`src/sdcbr_pkg.sv`:
```
`default_nettype none

package sdcbr_pkg;

	localparam int BLOCK_BYTES = 512;
	localparam int DC_W        = $clog2(BLOCK_BYTES + 1);
	localparam int CFG_IDX_W   = 2;
	localparam int CFG_DATA_W  = 9;

	localparam logic [CFG_IDX_W-1:0] REG_POLL_LIMIT  = CFG_IDX_W'(0);
	localparam logic [CFG_IDX_W-1:0] REG_TOKEN_LIMIT = CFG_IDX_W'(1);

	localparam logic [8:0] POLL_LIMIT_RESET  = 9'd256;
	localparam logic [8:0] POLL_LIMIT_MAX    = 9'd256;
	localparam logic [7:0] TOKEN_LIMIT_RESET = 8'd10;

	localparam logic [7:0] CMD_PREFIX  = 8'h40;
	localparam logic [7:0] CRC_CMD0    = 8'h95;
	localparam logic [7:0] CRC_CMD8    = 8'h87;
	localparam logic [7:0] FILL_BYTE   = 8'hFF;
	localparam logic [7:0] R1_READY    = 8'h00;
	localparam logic [7:0] START_TOKEN = 8'hFE;
	localparam logic [7:0] BUSY_MASK   = 8'h80;
	localparam logic [5:0] CMD_GO_IDLE = 6'd0;
	localparam logic [5:0] CMD_IF_COND = 6'd8;
	localparam logic [5:0] CMD_READ    = 6'h11;

	typedef enum logic [1:0] {
		MODE_CMD  = 2'd0,
		MODE_READ = 2'd1,
		MODE_RX   = 2'd2
	} mode_t;

	typedef enum logic [1:0] {
		KIND_SEND   = 2'd0,
		KIND_DATA   = 2'd1,
		KIND_STATUS = 2'd2,
		KIND_DONE   = 2'd3
	} kind_t;

	typedef enum logic [2:0] {
		PH_IDLE,
		PH_CMD_WAIT,
		PH_R1_WAIT,
		PH_TOKEN_WAIT,
		PH_DATA
	} phase_t;

	typedef enum logic [1:0] {
		RUN_FRAME,
		RUN_ONE,
		RUN_DATA_MID,
		RUN_DATA_END
	} run_t;

	typedef struct packed {
		run_t        run;
		kind_t       kind;
		logic [7:0]  value;
		logic [31:0] arg;
		logic [7:0]  crc;
		logic        sel;
		logic        tout;
	} desc_t;

endpackage

`default_nettype wire

```
`src/sdcbr_if.sv`:
```
`default_nettype none

interface sdcbr_req_if;
	logic        valid;
	logic        ready;
	logic [1:0]  mode;
	logic [5:0]  command_index;
	logic [31:0] argument;
	logic [7:0]  received_byte;

	modport source (output valid, output mode, output command_index, output argument,
		output received_byte, input ready);
	modport sink (input valid, input mode, input command_index, input argument,
		input received_byte, output ready);
endinterface

interface sdcbr_rsp_if;
	logic       valid;
	logic       ready;
	logic [1:0] item_kind;
	logic [7:0] byte_value;
	logic       select_card;
	logic       response_timed_out;
	logic       last_of_run;

	modport source (output valid, output item_kind, output byte_value, output select_card,
		output response_timed_out, output last_of_run, input ready);
	modport sink (input valid, input item_kind, input byte_value, input select_card,
		input response_timed_out, input last_of_run, output ready);
endinterface

interface sdcbr_cfg_if;
	import sdcbr_pkg::*;

	logic                  valid;
	logic                  ready;
	logic [CFG_IDX_W-1:0]  index;
	logic [CFG_DATA_W-1:0] data;

	modport source (output valid, output index, output data, input ready);
	modport sink (input valid, input index, input data, output ready);
endinterface

`default_nettype wire

```
`src/sdcbr_front.sv`:
```
`default_nettype none

module sdcbr_front (
	input  wire logic              clk,
	input  wire logic              arst_n,
	sdcbr_req_if.sink              req,
	sdcbr_cfg_if.sink              cfg,
	input  wire logic              push_ready,
	output logic                   push_valid,
	output sdcbr_pkg::desc_t       push_desc
);
	import sdcbr_pkg::*;

	phase_t           phase_q, phase_d;
	logic [DC_W-1:0]  dc_q, dc_d;
	logic [8:0]       pc_q, pc_d;
	logic             sel_q, sel_d;
	logic             tout_q, tout_d;
	logic [8:0]       poll_lim_q;
	logic [7:0]       tok_lim_q;
	logic [8:0]       cmd_lim;
	logic [8:0]       tok_lim;
	logic             accept;

	assign req.ready = push_ready;
	assign cfg.ready = 1'b1;
	assign accept    = req.valid & push_ready;

	always_comb begin
		if (poll_lim_q == 9'd0) begin
			cmd_lim = 9'd1;
		end else if (poll_lim_q > POLL_LIMIT_MAX) begin
			cmd_lim = POLL_LIMIT_MAX;
		end else begin
			cmd_lim = poll_lim_q;
		end
		tok_lim = (tok_lim_q == 8'd0) ? 9'd1 : {1'b0, tok_lim_q};
	end

	always_ff @(posedge clk or negedge arst_n) begin
		if (!arst_n) begin
			poll_lim_q <= POLL_LIMIT_RESET;
			tok_lim_q  <= TOKEN_LIMIT_RESET;
		end else if (cfg.valid) begin
			case (cfg.index)
				REG_POLL_LIMIT:  poll_lim_q <= cfg.data[8:0];
				REG_TOKEN_LIMIT: tok_lim_q  <= cfg.data[7:0];
				default: ;
			endcase
		end
	end

	always_ff @(posedge clk or negedge arst_n) begin
		if (!arst_n) begin
			phase_q <= PH_IDLE;
			dc_q    <= '0;
			pc_q    <= '0;
			sel_q   <= 1'b0;
			tout_q  <= 1'b0;
		end else if (accept) begin
			phase_q <= phase_d;
			dc_q    <= dc_d;
			pc_q    <= pc_d;
			sel_q   <= sel_d;
			tout_q  <= tout_d;
		end
	end

	always_comb begin
		logic [8:0]      pc_inc;
		logic [DC_W-1:0] dc_inc;
		logic [7:0]      want;
		logic            hit;
		logic            spent;

		pc_inc = pc_q + 9'd1;
		dc_inc = dc_q + DC_W'(1);
		want   = (phase_q == PH_R1_WAIT) ? R1_READY : START_TOKEN;
		hit    = (req.received_byte == want);
		spent  = 1'b0;

		phase_d = phase_q;
		dc_d    = dc_q;
		pc_d    = pc_q;
		sel_d   = sel_q;
		tout_d  = tout_q;

		push_valid      = 1'b0;
		push_desc.run   = RUN_ONE;
		push_desc.kind  = KIND_SEND;
		push_desc.value = FILL_BYTE;
		push_desc.arg   = req.argument;
		push_desc.crc   = FILL_BYTE;
		push_desc.sel   = sel_q;
		push_desc.tout  = tout_q;

		case (req.mode)
			MODE_CMD, MODE_READ: begin
				sel_d   = 1'b1;
				tout_d  = 1'b0;
				pc_d    = '0;
				dc_d    = '0;
				push_valid     = accept;
				push_desc.run  = RUN_FRAME;
				push_desc.sel  = 1'b1;
				push_desc.tout = 1'b0;
				if (req.mode == MODE_CMD) begin
					phase_d         = PH_CMD_WAIT;
					push_desc.value = CMD_PREFIX | {2'b00, req.command_index};
					if (req.command_index == CMD_GO_IDLE) begin
						push_desc.crc = CRC_CMD0;
					end else if (req.command_index == CMD_IF_COND) begin
						push_desc.crc = CRC_CMD8;
					end
				end else begin
					phase_d         = PH_R1_WAIT;
					push_desc.value = CMD_PREFIX | {2'b00, CMD_READ};
				end
			end
			MODE_RX: begin
				case (phase_q)
					PH_CMD_WAIT: begin
						pc_d       = pc_inc;
						push_valid = accept;
						if ((req.received_byte & BUSY_MASK) == 8'h00) begin
							phase_d         = PH_IDLE;
							push_desc.kind  = KIND_STATUS;
							push_desc.value = req.received_byte;
						end else if (pc_inc >= cmd_lim) begin
							tout_d          = 1'b1;
							phase_d         = PH_IDLE;
							push_desc.kind  = KIND_STATUS;
							push_desc.value = req.received_byte;
							push_desc.tout  = 1'b1;
						end
					end
					PH_R1_WAIT, PH_TOKEN_WAIT: begin
						pc_d       = pc_inc;
						spent      = (pc_inc >= tok_lim);
						push_valid = accept;
						if (!hit && spent) begin
							tout_d         = 1'b1;
							push_desc.tout = 1'b1;
						end
						if (hit || spent) begin
							pc_d    = '0;
							dc_d    = '0;
							phase_d = (phase_q == PH_R1_WAIT) ? PH_TOKEN_WAIT : PH_DATA;
						end
					end
					PH_DATA: begin
						push_valid      = accept;
						push_desc.value = req.received_byte;
						if (dc_inc >= DC_W'(BLOCK_BYTES)) begin
							push_desc.run = RUN_DATA_END;
							sel_d         = 1'b0;
							phase_d       = PH_IDLE;
							dc_d          = '0;
						end else begin
							push_desc.run = RUN_DATA_MID;
							dc_d          = dc_inc;
						end
					end
					default: ;
				endcase
			end
			default: ;
		endcase
	end

endmodule

`default_nettype wire

```
`src/sdcbr_queue.sv`:
```
`default_nettype none

module sdcbr_queue (
	input  wire logic              clk,
	input  wire logic              arst_n,
	input  wire logic              push_valid,
	input  wire sdcbr_pkg::desc_t  push_desc,
	output logic                   push_ready,
	output logic                   pop_valid,
	input  wire logic              pop,
	output sdcbr_pkg::desc_t       pop_desc
);
	import sdcbr_pkg::*;

	desc_t      slot_q [2];
	logic       wr_q;
	logic       rd_q;
	logic [1:0] count_q;
	logic       do_push;
	logic       do_pop;

	assign push_ready = (count_q != 2'd2);
	assign pop_valid  = (count_q != 2'd0);
	assign pop_desc   = slot_q[rd_q];
	assign do_push    = push_valid & push_ready;
	assign do_pop     = pop & pop_valid;

	always_ff @(posedge clk) begin
		if (do_push) begin
			slot_q[wr_q] <= push_desc;
		end
	end

	always_ff @(posedge clk or negedge arst_n) begin
		if (!arst_n) begin
			wr_q    <= 1'b0;
			rd_q    <= 1'b0;
			count_q <= 2'd0;
		end else begin
			if (do_push) begin
				wr_q <= ~wr_q;
			end
			if (do_pop) begin
				rd_q <= ~rd_q;
			end
			case ({do_push, do_pop})
				2'b10:   count_q <= count_q + 2'd1;
				2'b01:   count_q <= count_q - 2'd1;
				default: count_q <= count_q;
			endcase
		end
	end

endmodule

`default_nettype wire

```
`src/sdcbr_back.sv`:
```
`default_nettype none

module sdcbr_back (
	input  wire logic              clk,
	input  wire logic              arst_n,
	input  wire logic              head_valid,
	input  wire sdcbr_pkg::desc_t  head,
	output logic                   pop,
	sdcbr_rsp_if.source            rsp
);
	import sdcbr_pkg::*;

	logic [2:0] idx_q;
	logic       out_valid_q;
	kind_t      kind_q;
	logic [7:0] value_q;
	logic       sel_q;
	logic       tout_q;
	logic       last_q;
	logic       load;
	kind_t      kind_c;
	logic [7:0] value_c;
	logic       sel_c;
	logic       last_c;

	assign load = head_valid & (~out_valid_q | rsp.ready);
	assign pop  = load & last_c;

	always_comb begin
		kind_c  = KIND_SEND;
		value_c = FILL_BYTE;
		sel_c   = head.sel;
		last_c  = 1'b0;
		case (head.run)
			RUN_FRAME: begin
				case (idx_q)
					3'd0:    value_c = head.value;
					3'd1:    value_c = head.arg[31:24];
					3'd2:    value_c = head.arg[23:16];
					3'd3:    value_c = head.arg[15:8];
					3'd4:    value_c = head.arg[7:0];
					3'd5:    value_c = head.crc;
					default: last_c  = 1'b1;
				endcase
			end
			RUN_ONE: begin
				kind_c  = head.kind;
				value_c = head.value;
				last_c  = 1'b1;
			end
			RUN_DATA_MID: begin
				if (idx_q == 3'd0) begin
					kind_c  = KIND_DATA;
					value_c = head.value;
				end else begin
					last_c = 1'b1;
				end
			end
			default: begin
				case (idx_q)
					3'd0: begin
						kind_c  = KIND_DATA;
						value_c = head.value;
					end
					3'd1, 3'd2: ;
					default: begin
						kind_c  = KIND_DONE;
						value_c = 8'h00;
						sel_c   = 1'b0;
						last_c  = 1'b1;
					end
				endcase
			end
		endcase
	end

	always_ff @(posedge clk or negedge arst_n) begin
		if (!arst_n) begin
			idx_q       <= 3'd0;
			out_valid_q <= 1'b0;
		end else begin
			if (load) begin
				idx_q       <= last_c ? 3'd0 : idx_q + 3'd1;
				out_valid_q <= 1'b1;
			end else if (rsp.ready) begin
				out_valid_q <= 1'b0;
			end
		end
	end

	always_ff @(posedge clk) begin
		if (load) begin
			kind_q  <= kind_c;
			value_q <= value_c;
			sel_q   <= sel_c;
			tout_q  <= head.tout;
			last_q  <= last_c;
		end
	end

	assign rsp.valid              = out_valid_q;
	assign rsp.item_kind          = kind_q;
	assign rsp.byte_value         = value_q;
	assign rsp.select_card        = sel_q;
	assign rsp.response_timed_out = tout_q;
	assign rsp.last_of_run        = last_q;

endmodule

`default_nettype wire

```
`src/sd_spi_command_block_read.sv`:
```
// SPI-side sequencer for an SD card: command frames and single block reads.
// The req channel carries one request per SPI byte event: start a command,
// start a block read, or hand back the byte received during the last send.
// The rsp channel returns result items in order: bytes to send, data bytes,
// the command status and a read-finished marker, with last_of_run set on the
// final item caused by each request. The cfg channel writes the two poll
// limits and is always ready; the user must write it only while the block
// is idle, as the block itself does not enforce this. An accepted request
// is written into the queue and its results leave from the output register.
// The front part takes one request per cycle while its two-entry queue has
// room; the back part sends one result per cycle while the receiver is ready.
// A start request yields seven result items, a data byte two and the last
// data byte four. When the receiver stalls, the output register holds its
// item, the queue fills and req.ready falls. Reset clears the sequencer to
// idle, deselects the card and sets 256 response polls and 10 token polls.
`default_nettype none

module sd_spi_command_block_read (
	input  wire logic   clk,
	input  wire logic   arst_n,
	sdcbr_req_if.sink   req,
	sdcbr_rsp_if.source rsp,
	sdcbr_cfg_if.sink   cfg
);
	import sdcbr_pkg::*;

	logic  push_valid;
	logic  push_ready;
	desc_t push_desc;
	logic  head_valid;
	desc_t head;
	logic  pop;

	sdcbr_front u_front (
		.clk        (clk),
		.arst_n     (arst_n),
		.req        (req),
		.cfg        (cfg),
		.push_ready (push_ready),
		.push_valid (push_valid),
		.push_desc  (push_desc)
	);

	sdcbr_queue u_queue (
		.clk        (clk),
		.arst_n     (arst_n),
		.push_valid (push_valid),
		.push_desc  (push_desc),
		.push_ready (push_ready),
		.pop_valid  (head_valid),
		.pop        (pop),
		.pop_desc   (head)
	);

	sdcbr_back u_back (
		.clk        (clk),
		.arst_n     (arst_n),
		.head_valid (head_valid),
		.head       (head),
		.pop        (pop),
		.rsp        (rsp)
	);

endmodule

`default_nettype wire

```
`src/flat_wrapper.sv`:
```
// flat-port wrapper written by rule: the top's interface ports become plain ports
module sd_spi_command_block_read_flat import sdcbr_pkg::*;
  (clk, arst_n, req_valid, req_mode, req_command_index, req_argument, req_received_byte, req_ready, rsp_valid, rsp_item_kind, rsp_byte_value, rsp_select_card, rsp_response_timed_out, rsp_last_of_run, rsp_ready, cfg_valid, cfg_index, cfg_data, cfg_ready);
  sdcbr_req_if req_i ();
  sdcbr_rsp_if rsp_i ();
  sdcbr_cfg_if cfg_i ();
  input  wire logic clk;
  input  wire logic arst_n;
  input wire logic [$bits(req_i.valid)-1:0] req_valid;
  input wire logic [$bits(req_i.mode)-1:0] req_mode;
  input wire logic [$bits(req_i.command_index)-1:0] req_command_index;
  input wire logic [$bits(req_i.argument)-1:0] req_argument;
  input wire logic [$bits(req_i.received_byte)-1:0] req_received_byte;
  output wire logic [$bits(req_i.ready)-1:0] req_ready;
  output wire logic [$bits(rsp_i.valid)-1:0] rsp_valid;
  output wire logic [$bits(rsp_i.item_kind)-1:0] rsp_item_kind;
  output wire logic [$bits(rsp_i.byte_value)-1:0] rsp_byte_value;
  output wire logic [$bits(rsp_i.select_card)-1:0] rsp_select_card;
  output wire logic [$bits(rsp_i.response_timed_out)-1:0] rsp_response_timed_out;
  output wire logic [$bits(rsp_i.last_of_run)-1:0] rsp_last_of_run;
  input wire logic [$bits(rsp_i.ready)-1:0] rsp_ready;
  input wire logic [$bits(cfg_i.valid)-1:0] cfg_valid;
  input wire logic [$bits(cfg_i.index)-1:0] cfg_index;
  input wire logic [$bits(cfg_i.data)-1:0] cfg_data;
  output wire logic [$bits(cfg_i.ready)-1:0] cfg_ready;
  assign req_i.valid = req_valid;
  assign req_i.mode = req_mode;
  assign req_i.command_index = req_command_index;
  assign req_i.argument = req_argument;
  assign req_i.received_byte = req_received_byte;
  assign req_ready = req_i.ready;
  assign rsp_valid = rsp_i.valid;
  assign rsp_item_kind = rsp_i.item_kind;
  assign rsp_byte_value = rsp_i.byte_value;
  assign rsp_select_card = rsp_i.select_card;
  assign rsp_response_timed_out = rsp_i.response_timed_out;
  assign rsp_last_of_run = rsp_i.last_of_run;
  assign rsp_i.ready = rsp_ready;
  assign cfg_i.valid = cfg_valid;
  assign cfg_i.index = cfg_index;
  assign cfg_i.data = cfg_data;
  assign cfg_ready = cfg_i.ready;
  sd_spi_command_block_read u_core (.clk(clk), .arst_n(arst_n), .req(req_i), .rsp(rsp_i), .cfg(cfg_i));
endmodule
```
`config.mk`:
```
export PLATFORM = sky130hd
export DESIGN_NAME = sd_spi_command_block_read_flat
export DESIGN_NICKNAME = d
export VERILOG_FILES = /design/src/sdcbr_pkg.sv /design/src/sdcbr_if.sv /design/src/sdcbr_front.sv /design/src/sdcbr_queue.sv /design/src/sdcbr_back.sv /design/src/sd_spi_command_block_read.sv /design/src/flat_wrapper.sv
export SDC_FILE = /design/constraint.sdc
export NUM_CORES = 1
export LEC_CHECK = 0
export BUFFER_PORTS_ARGS = -buffer_cell sky130_fd_sc_hd__buf_2
export CAP_MARGIN = 20
export CORE_UTILIZATION = 55
export CTS_BUF_LIST = sky130_fd_sc_hd__clkbuf_4 sky130_fd_sc_hd__clkbuf_8
export DETAILED_ROUTE_END_ITERATION = 12
export HOLD_SLACK_MARGIN = 0.02
export PLACE_DENSITY = 0.85
export SLEW_MARGIN = 20
export SYNTH_ARGS = -nofsm -noshare
export SYNTH_HDL_FRONTEND = slang
export SYNTH_HIERARCHICAL = 1
export SYNTH_SLANG_ARGS = --single-unit
```
`constraint.sdc`:
```
create_clock -name clk -period 5.3 [get_ports clk]
set_input_delay 0.53 -clock clk [delete_from_list [all_inputs] [get_ports clk]]
set_output_delay 0.53 -clock clk [all_outputs]
set_load 0.01 [all_outputs]
```
==> reports/summary.txt <==
Biggest area consumer among synthesized cells -> sky130_fd_sc_hd__edfxtp_1
Die Span Y -> 127.9 um
Final-report max-slew violation count -> 0
Mux share of post-synthesis cell area -> 12.31%
Reported max-cap violation count -> 0
P&R area growth vs syn -> 7.340%
Combined global-route utilization of all metal layers -> 22.99%
Num Clock Sinks -> 170
Worst min path class -> in -> async
Number of distinct library cells after synthesis -> 77
Hold buffer count at CTS -> 0
Leading cell type by number of instances after synthesis -> sky130_fd_sc_hd__edfxtp_1
Synth Area in XOR/XNOR -> 1.709%
Kind of end point of the critical path -> flip-flop
HPWL after DPL -> 12270 um
Number of post-CTS setup repair buffers -> 0
Final routed wirelength across all metal layers -> 17840 um
Average size of a mapped cell -> 13.51 sq um
First-pass DRT Iterations -> 5
Pwr dens -> 478.5 nW/um^2
Total number of vias -> 5446
Data required time at the worst endpoint -> 5.64 ns
Post-route setup TNS -> 0 ns
Largest stage delay on the critical path -> 0.63 ns
Most numerous cell types in the synthesized netlist -> sky130_fd_sc_hd__edfxtp_1 (121), sky130_fd_sc_hd__mux2_4 (50), sky130_fd_sc_hd__buf_4 (46), sky130_fd_sc_hd__dfrtp_1 (46), sky130_fd_sc_hd__nand2_1 (41)
Kind of critical path -> reg -> reg
Gate Count Post-Synth -> 645
List of cells traversed by the critical path -> ha_1 > inv_1 > nor2_1 > xor2_1 > ha_1 > a21o_1 > a21oi_1 > nand3_2 > o31ai_4 > a21oi_2 > nor2_1 > mux2_2
CTS H-Tree Depth -> 4
Nets -> 772
Library cell contributing the largest single delay on the critical path -> sky130_fd_sc_hd__o31ai_4
Ports -> 80
Clock latency of the later-clocked register in the worst-skew pair -> 0.46 ns
Min Tclk post-route -> 3.691 ns
Core region area -> 15310 sq um
Buffers on Ports -> 78
Top cells by area, synth -> sky130_fd_sc_hd__edfxtp_1 (42%), sky130_fd_sc_hd__dfrtp_1 (13%), sky130_fd_sc_hd__mux2_4 (8.6%), sky130_fd_sc_hd__buf_4 (4.0%), sky130_fd_sc_hd__ha_1 (3.7%)
Portion of the post-synthesis area used by sequential elements -> 55.83%
Kind of start point of the critical path -> flip-flop
Lkg Pwr -> 0.003730 uW
Share of flip-flops with an asynchronous set or reset -> 28.82%
Wire length of the first global-routing pass -> 28510 um
Post-synthesis adder-cell area fraction -> 3.735%
Placer's final routability congestion estimate -> 0.9184
Main combinational cell family by area after synthesis -> multiplexers
Number of global-route vias before repair -> 5594
Highest fanout seen on the critical path -> 15
Most used flip-flop cell after synthesis -> sky130_fd_sc_hd__edfxtp_1
Post-CTS clock slew at the launch and capture registers of the worst setup and hold paths -> 0.09 ns
Std cell rows -> 45
Largest net degree at the start of global routing -> 55
Worst path arrival time -> 4.03 ns
EDFF count, synth -> 121
Endpoints failing hold -> 0
Detailed-route vias per instance -> 6.011
Ratio of cells with drive above 1 in the final layout -> 30.69%
Compound-gate portion of the synthesized area -> 10.14%
Fin Clk Skew -> 0.01179 ns
Starting utilization of the core area -> 56.88%
Max VDD drop -> 0.2097 mV
Global-route congestion overflow total -> 0
Clock Root Buffer -> sky130_fd_sc_hd__clkbuf_8
Number of antenna violations at the first check in global routing -> 1
Clock Path Buffers -> 2
Outcome -> completed
Unrepaired setup endpoints after global routing -> no
Setup-violating endpoint count in the final report -> 0
Resized Gates After CTS -> 0
Final routed DRC violation total -> 0
Post-route clock period utilization -> 69.64%
Worst Max-Slew Pin Slew -> 0.9135 ns
WL per Instance -> 19.69 um
Die boundary width -> 127.9 um
Post-synthesis register bit count -> 170
Max-slew headroom -> 39.10%
Floorplan die area -> 16350 sq um
Post-route total power -> 4474 uW
Final cell utilization of the core -> 61.05%
CTS tree -> done
Count of synthesis-stage warnings from yosys -> 6
Upper clock frequency limit -> 270.9 MHz
Netlist Area Pre-Place -> 8711 sq um
Antenna-violating nets left -> 0
Area fraction of the dominant cell type after synthesis -> 41.71%
Iteration-0 DRC count of the detailed router -> 518
Total clock buffers created by CTS -> 17
Simple-gate area share of the yosys netlist -> 9.581%
[flip-flops by register name, indices dropped and copies added (netlist names)]
register	count
u_core/u_queue/slot_q	108
u_core/u_front/dc_q	10
u_core/u_front/pc_q	9
u_core/u_front/poll_lim_q	9
u_core/u_back/rsp.byte_value	8
u_core/u_front/tok_lim_q	8
u_core/u_back/idx_q	3
u_core/u_front/phase_q	3
u_core/u_back/rsp.item_kind	2
u_core/u_queue/count_q	2
u_core/u_back/rsp.last_of_run	1
u_core/u_back/rsp.response_timed_out	1
u_core/u_back/rsp.select_card	1
u_core/u_back/rsp.valid	1
u_core/u_front/sel_q	1
u_core/u_front/tout_q	1
u_core/u_queue/rd_q	1
u_core/u_queue/wr_q	1
[critical path: cells and delay by family, from the launching register on]
kind | cells | cell delay (ns)
DFF | 1 | 0.49
AOI/OAI and AO/OA | 4 | 1.15
muxes | 1 | 0.39
and+or+nand+nor | 3 | 0.54
adders and majority gates | 2 | 0.61
xor gates and xnor gates | 1 | 0.29
buffers and inverters | 1 | 0.09
[where the power goes]
part / switching (uW) / internal [uW] / total, uW
combinational: 835 / 698 / 1530
sequential: 199 / 1760 / 1960
clock: 455 / 528 / 982
total: 1490 / 2990 / 4470
[stage by stage]
step	hold slack (ns)	setup WS, ns	cell area [sq um]	cells
3_3_place_gp	0.4741	1.943	8916	874
6_report	0.1836	1.609	9350	906
2_1_floorplan	0.2344	1.276	8722	648
5_1_grt	0.2228	1.416	9348	905
3_5_place_dp	0.4867	1.716	8916	874
4_1_cts	0.1812	1.664	9343	905
[layer usage]
layer,global-route usage (%),up-vias,wire length [um]
li1,-,2463,-
met1,27.60,2696,6833
met2,39.90,239,9304
met3,4.674,48,1226
met4,10.59,0,473
met5,0,-,0
[worst paths after layout]
| path | startpoint | endpoint | slack, ns | cells after the start |
|---|---|---|---|---|
| worst max-delay path | u_core/u_front/pc_q[0] | u_core/u_front/dc_q[0] | 1.61 | 12 |
| worst max register to register | u_core/u_front/pc_q[0] | u_core/u_front/dc_q[0] | 1.61 | 12 |
| worst min-delay path | arst_n | u_core/u_front/pc_q[3] | 0.18 | 2 |
| worst min register to register | u_core/u_queue/count_q[1] | u_core/u_queue/count_q[1] | 0.50 | 1 |
| min in group clk | req_argument[29] | u_core/u_queue/slot_q[0][39] | 0.26 | 1 |
| max in group asynchronous | arst_n | u_core/u_queue/rd_q | 4.67 | 2 |
[layout make-up]
cell class	instances	area, sq um
diodes	1	2.502
inverters	20	75.07
repair buffers	82	420.4
fillers	1138	5964
clock inverters	11	170.2
well taps	211	264.0
multi-input cells	391	3297
flip-flops and latches	170	4865
clock buffers	20	256.5
[cell families (layout without fill, tap and decap cells)]
family	Yosys count	count (layout)
DFF	170	170
and+or+nand+nor	157	157
AOI/OAI and AO/OA	107	107
buffers and inverters	87	133
muxes	79	79
adders and majority gates	26	26
xor gates and xnor gates	17	17
other	2	6
[cell usage in the layout (no fill, tap or decap), types with 21 or more instances in the layout]
master,instances
sky130_fd_sc_hd__a32o_1,21
sky130_fd_sc_hd__buf_2,78
sky130_fd_sc_hd__dfrtp_1,45
sky130_fd_sc_hd__edfxtp_1,121
sky130_fd_sc_hd__ha_1,26
sky130_fd_sc_hd__mux2_2,23
sky130_fd_sc_hd__mux2_4,50
sky130_fd_sc_hd__nand2_1,41
sky130_fd_sc_hd__nand3_1,24
sky130_fd_sc_hd__nor2_1,24
Power figures use the tool's default switching activity.
